[src/rtl/waypoint_steering_p_controller_defines.svh]
// assertion helpers for the waypoint steering block
// all checks are clocked on i_clk and masked while i_rst_n is low
`ifndef WAYPOINT_STEERING_P_CONTROLLER_DEFINES_SVH
`define WAYPOINT_STEERING_P_CONTROLLER_DEFINES_SVH

// same-cycle implication
`define WPSC_ASSERT_IMPLIES(lbl, ante, cons, msg) \
    lbl: assert property (@(posedge i_clk) disable iff (!i_rst_n) (ante) |-> (cons)) \
        else $error(msg);

// fixed-delay implication
`define WPSC_ASSERT_DELAY(lbl, ante, dly, cons, msg) \
    lbl: assert property (@(posedge i_clk) disable iff (!i_rst_n) (ante) |-> ##dly (cons)) \
        else $error(msg);

`endif

[src/rtl/wpsc_pkg.sv]
`timescale 1ns / 1ps
package wpsc_pkg;

    localparam int CORDIC_STAGES_DEF = 16;
    localparam int COORD_WIDTH_DEF   = 16;

    // angle accumulator, radians with 24 fraction bits
    localparam int ZW = 28;
    localparam logic signed [ZW-1:0] ANG_PI_Q24 = 28'sd52707179;
    // 1/K of the cordic gain, 16 fraction bits
    localparam logic [15:0] INV_K_Q16 = 16'd39797;

    localparam int CFG_IDX_W  = 3;
    localparam int CFG_DATA_W = 16;

    localparam logic [15:0] BEARING_GAIN_RST  = 16'd27853;
    localparam logic [15:0] DISTANCE_GAIN_RST = 16'd31130;
    localparam logic [14:0] NEAR_THRESH_RST   = 15'd410;
    localparam logic [15:0] REV_SCALE_RST     = 16'd10923;
    localparam logic [15:0] ALIGN_SCALE_RST   = 16'd16384;

    typedef enum logic [1:0] {
        MODE_ALIGN   = 2'd0,
        MODE_REVERSE = 2'd1,
        MODE_FORWARD = 2'd2
    } t_mode;

    typedef enum logic [CFG_IDX_W-1:0] {
        CFG_BEARING_GAIN  = 3'd0,
        CFG_DISTANCE_GAIN = 3'd1,
        CFG_NEAR_THRESH   = 3'd2,
        CFG_REV_SCALE     = 3'd3,
        CFG_ALIGN_SCALE   = 3'd4
    } t_cfg_index;

    // per-word info that rides alongside the cordic stages
    typedef struct packed {
        t_mode              mode;
        logic               zero;
        logic signed [15:0] heading;
    } t_side;

    function automatic logic signed [ZW-1:0] atan_q24(input logic [4:0] idx);
        logic signed [ZW-1:0] v;
        case (idx)
            5'd0:    v = 28'sd13176795;
            5'd1:    v = 28'sd7778716;
            5'd2:    v = 28'sd4110060;
            5'd3:    v = 28'sd2086331;
            5'd4:    v = 28'sd1047214;
            5'd5:    v = 28'sd524117;
            5'd6:    v = 28'sd262123;
            5'd7:    v = 28'sd131069;
            5'd8:    v = 28'sd65536;
            5'd9:    v = 28'sd32768;
            5'd10:   v = 28'sd16384;
            5'd11:   v = 28'sd8192;
            5'd12:   v = 28'sd4096;
            5'd13:   v = 28'sd2048;
            5'd14:   v = 28'sd1024;
            5'd15:   v = 28'sd512;
            5'd16:   v = 28'sd256;
            5'd17:   v = 28'sd128;
            5'd18:   v = 28'sd64;
            5'd19:   v = 28'sd32;
            5'd20:   v = 28'sd16;
            5'd21:   v = 28'sd8;
            5'd22:   v = 28'sd4;
            5'd23:   v = 28'sd2;
            default: v = '0;
        endcase
        return v;
    endfunction

    function automatic logic signed [15:0] sat16(input logic signed [23:0] v);
        logic signed [15:0] r;
        if (v > 24'sd32767) begin
            r = 16'sh7fff;
        end else if (v < -24'sd32768) begin
            r = 16'sh8000;
        end else begin
            r = v[15:0];
        end
        return r;
    endfunction

endpackage

[src/rtl/wpsc_cordic.sv]
`timescale 1ns / 1ps
module wpsc_cordic #(
    parameter int CORDIC_STAGES = wpsc_pkg::CORDIC_STAGES_DEF,
    parameter int COORD_WIDTH   = wpsc_pkg::COORD_WIDTH_DEF
) (
    input  logic                              i_clk,
    input  logic                              i_rst_n,
    input  logic                              i_valid,
    input  logic signed [15:0]                i_x,
    input  logic signed [15:0]                i_y,
    input  wpsc_pkg::t_side                   i_side,
    output logic                              o_valid,
    output logic signed [COORD_WIDTH+5:0]     o_cx,
    output logic signed [wpsc_pkg::ZW-1:0]    o_z,
    output wpsc_pkg::t_side                   o_side
);

    localparam int XW    = COORD_WIDTH + 6;
    localparam int GUARD = COORD_WIDTH - 12;
    localparam int ZW    = wpsc_pkg::ZW;

    logic signed [XW-1:0]  r_cx [0:CORDIC_STAGES];
    logic signed [XW-1:0]  r_cy [0:CORDIC_STAGES];
    logic signed [ZW-1:0]  r_z  [0:CORDIC_STAGES];
    wpsc_pkg::t_side       r_side [0:CORDIC_STAGES];
    logic [CORDIC_STAGES:0] r_valid;

    logic signed [XW-1:0] n_cx0, n_cy0, x_sc, y_sc;
    logic signed [ZW-1:0] n_z0;

    // left half plane is folded over, accumulator starts at +/- pi
    always_comb begin
        x_sc = XW'(i_x) <<< GUARD;
        y_sc = XW'(i_y) <<< GUARD;
        if (i_x[15]) begin
            n_cx0 = -x_sc;
            n_cy0 = -y_sc;
            n_z0  = i_y[15] ? -wpsc_pkg::ANG_PI_Q24 : wpsc_pkg::ANG_PI_Q24;
        end else begin
            n_cx0 = x_sc;
            n_cy0 = y_sc;
            n_z0  = '0;
        end
    end

    always_ff @(posedge i_clk) begin
        if (!i_rst_n) begin
            r_valid <= '0;
        end else begin
            r_valid <= {r_valid[CORDIC_STAGES-1:0], i_valid};
        end
    end

    always_ff @(posedge i_clk) begin
        r_cx[0]   <= n_cx0;
        r_cy[0]   <= n_cy0;
        r_z[0]    <= n_z0;
        r_side[0] <= i_side;
    end

    for (genvar s = 0; s < CORDIC_STAGES; s++) begin : g_stage
        logic signed [XW-1:0] dx, dy;
        logic                 cy_pos;

        always_comb begin
            dx     = r_cy[s] >>> s;
            dy     = r_cx[s] >>> s;
            cy_pos = !r_cy[s][XW-1] && (r_cy[s] != '0);
        end

        always_ff @(posedge i_clk) begin
            if (cy_pos) begin
                r_cx[s+1] <= r_cx[s] + dx;
                r_cy[s+1] <= r_cy[s] - dy;
                r_z[s+1]  <= r_z[s] + wpsc_pkg::atan_q24(5'(s));
            end else begin
                r_cx[s+1] <= r_cx[s] - dx;
                r_cy[s+1] <= r_cy[s] + dy;
                r_z[s+1]  <= r_z[s] - wpsc_pkg::atan_q24(5'(s));
            end
            r_side[s+1] <= r_side[s];
        end
    end

    assign o_valid = r_valid[CORDIC_STAGES];
    assign o_cx    = r_cx[CORDIC_STAGES];
    assign o_z     = r_z[CORDIC_STAGES];
    assign o_side  = r_side[CORDIC_STAGES];

endmodule
[config.mk]
export PLATFORM = sky130hd
export DESIGN_NAME = wpsc_cordic
export DESIGN_NICKNAME = d
export VERILOG_FILES = /design/src/rtl/waypoint_steering_p_controller_defines.svh /design/src/rtl/wpsc_pkg.sv /design/src/rtl/wpsc_cordic.sv
export SDC_FILE = /design/constraint.sdc
export NUM_CORES = 2
export LEC_CHECK = 0
export BUFFER_PORTS_ARGS = -buffer_cell sky130_fd_sc_hd__buf_2
export CAP_MARGIN = 20
export CORE_MARGIN = 2
export CORE_UTILIZATION = 40
export CTS_BUF_LIST = sky130_fd_sc_hd__clkbuf_2
export DETAILED_ROUTE_END_ITERATION = 10
export GPL_TIMING_DRIVEN = 0
export PLACE_DENSITY = 0.56
export SETUP_SLACK_MARGIN = 0.3
export SLEW_MARGIN = 20
export SYNTH_ARGS = -nofsm -noshare
export SYNTH_HDL_FRONTEND = slang
export SYNTH_SLANG_ARGS = --single-unit
[constraint.sdc]
create_clock -name i_clk -period 4.85 [get_ports i_clk]
set_input_delay 0.97 -clock i_clk [delete_from_list [all_inputs] [get_ports i_clk]]
set_output_delay 0.97 -clock i_clk [all_outputs]
set_load 0.02 [all_outputs]
==> results.tsv <==
metric	value	unit
Post-synth ARST share	0	%
CP Class	reg -> reg	
Setup crit end kind	register	
CORE AREA	207000	um2
Post-Layout Inst Area	98200	um2
vias in the first global route	68105	
CTS Buf Count	402	
final period utilization	95.2	%
layout cells sized above 1	15.8	%
Reg clk slew, reported paths	0.10	ns
number of core rows	167	
Post-synth EDFFs	0	
critical path peak fanout	5	
sequential area share after synthesis	35.9	%
fin cells	13079	
Skew-Pair Late Insertion Delay	1.86	ns
unrepaired setup endpoints after global routing	true	
Die X	460	um
CTS tree	built	
Syn Inst Count	9095	
grt total ovfl	0	
post-synthesis average cell area	9.13	um2
root buf cell	clkbuf_2	
fin crit period	4.62	ns
final WL	220	mm
Primary FF master, synth	dfxtp_1	
max cap viols	0	
Longest Clk Path Bufs	4	
routed length per placed instance	16.8	um
gr usage total	19.8	%
most frequent cells in the layout	1450 x dfxtp_1, 957 x ha_1, 851 x xnor2_1	
met3 wire len	9.52	mm
DP Wirelength	163	mm
CP Data Arrival Time	6.20	ns
yosys warns	0	
Slew HR	20.2	%
Routed met2 length	108	mm
placed instance area	87300	um2
required time of the critical path	6.44	ns
largest net degree at the start of global routing	26	
Metal-1 WL	95.8	mm
first-pass GRT wire length	345	mm
worst slew pin tran	1.20	ns
startpoint types	register	
Iteration-0 DRC Markers	3506	
Initial Util	40.2	%
commonest non-fill, non-tap cell in the layout	dfxtp_1	
ANT nets after route	0	
# nets final	11195	
setup slack after layout	0.231	ns
area grow syn2layout	18.3	%
Die H	460	um
routability congestion estimate	0.901	
FMAX	217	MHz
skew final	0.295	ns
DR top layer	met4	
worst hold margin	0.238	ns
Vias	68934	
hold crit path type	reg -> reg	
Yosys cell types	88	
placed cell count	11975	
Final Setup Violations	0	
outcome	finished clean	
FF+latch count, synth	1490	
H-tree depth	5	
Vias per Instance	5.27	
Post-Syn Area	83000	um2
total clock sinks	1490	
initial antenna violation count	5	
Residual DRC	0	
DRT Pass-1 Iters	8	
IO Port Bufs	123	
Die ar.	211000	um2
Final Hold Fails	0	
Placement Setup Slack	-1.33	ns
final max-slew violation count	0	
# IOs	124	
path summary, 6_finish.rpt:
check,start,end,slack (ns),depth (start not counted)
hold reg to reg,r_cx[12][0],r_cx[13][0],0.24,1
hold / removal,r_cx[12][0],r_cx[13][0],0.24,1
setup / recovery,r_cy[4][9],r_cy[5][20],0.23,20
setup reg to reg,r_cy[4][9],r_cy[5][20],0.23,20
final cells by class:
cell class / count / area (um2)
clock inverters: 117 / 664
plain buffers: 118 / 977
multi-input cells: 7046 / 54000
repair inverters: 1 / 8.76
diodes: 11 / 27.5
well taps: 2704 / 3380
fillers: 19848 / 108000
inverters: 494 / 1920
repair buffers: 556 / 4580
flip-flops and latches: 1490 / 29900
clock buffers: 542 / 2710
Yosys cell counts (all sizes together), types with 14 or more instances:
| cell type | number | area [um2] |
|---|---|---|
| and4 | 16 | 140 |
| a311oi | 16 | 140 |
| a21o | 249 | 1870 |
| a31o | 28 | 245 |
| or4 | 42 | 319 |
| o211ai | 40 | 300 |
| o311ai | 19 | 174 |
| nor4 | 85 | 538 |
| xor2 | 309 | 2710 |
| o41ai | 49 | 429 |
| nand2 | 469 | 1760 |
| nand3 | 159 | 796 |
| mux2i | 44 | 440 |
| nand4 | 44 | 275 |
| or2 | 40 | 250 |
| dfxtp | 1490 | 29800 |
| a221oi | 14 | 123 |
| nand2b | 109 | 682 |
| and3 | 86 | 538 |
| xnor2 | 861 | 7540 |
| a2111oi | 36 | 334 |
| nor3b | 17 | 128 |
| o21a | 155 | 1160 |
| o2111ai | 17 | 155 |
| or3 | 110 | 698 |
| a31oi | 85 | 532 |
| a211o | 33 | 289 |
| inv | 487 | 1830 |
| nand4b | 15 | 131 |
| buf | 36 | 210 |
| a21oi | 720 | 3600 |
| clkbuf | 82 | 308 |
| nand3b | 19 | 143 |
| nor3 | 249 | 1250 |
| o21bai | 96 | 721 |
| o31ai | 115 | 863 |
| o21ai | 447 | 2240 |
| fa | 45 | 901 |
| a211oi | 82 | 616 |
| ha | 987 | 12300 |
| o31a | 16 | 140 |
| and2 | 64 | 400 |
| nor2 | 719 | 2700 |
| a21boi | 43 | 323 |
| nor2b | 123 | 769 |
cells by family (layout without fill, tap and decap cells):
logic type                 Yosys count  after routing  share of synthesized area, %
muxes                               47             47                         0.571
buffers and inverters              612           1828                          2.86
adders and majority gates         1032           1032                          16.0
other                                1             65                       0.00452
xor gates and xnor gates          1170           1170                          12.3
DFF                               1490           1490                          35.9
and+or+nand+nor                   2383           2383                          14.1
AOI/OAI and AO/OA                 2360           2360                          18.3
metrics by stage:
| stage | TNS (ns) | utilization, % |
|---|---|---|
| after floorplan | 0 | - |
| after global placement | -224.11 | 42.2 |
| after detailed placement | -201.45 | 42.2 |
| after CTS | 0 | 46.0 |
| after global routing | 0 | 47.5 |
| final | 0 | 47.5 |
repair_timing:
action	in CTS	in global routing
buffers inserted	123	148
endpoints found under the hold margin	73	0
hold buffers	146	0
gates resized for setup	438	494
cloned	9	8
pin swaps	116	276
setup endpoints to repair	559	243
metal layers:
layer | vias up | global-route usage [%]
met5 | - | 0
met4 | 0 | 6.70
met3 | 390 | 3.47
met2 | 1431 | 35.3
met1 | 32511 | 23.9
li1 | 34602 | -
worst max-delay path: stages (launching register included):
cell	delay [ns]
dfxtp_4	0.35
or4_4	0.53
or2_4	0.29
nor3_4	0.23
nand4_1	0.15
nand2b_1	0.14
buf_8	0.13
clkinvlp_4	0.14
buf_4	0.17
buf_4	0.15
a21oi_4	0.13
xnor2_2	0.09
ha_1	0.37
a21boi_4	0.24
o21ai_4	0.10
a211o_4	0.39
a311oi_4	0.36
buf_4	0.18
a2111oi_4	0.04
nand4b_1	0.14
o311ai_2	0.11
flip-flops by register name, indices dropped and copies added (netlist names):
| name | cells |
|---|---|
| r_z | 451 |
| r_cx | 362 |
| r_cy | 337 |
| r_side | 323 |
| r_valid | 17 |
Power is not shown: default switching activity piles up to over one toggle a cycle in this logic, so the estimate is an artifact.
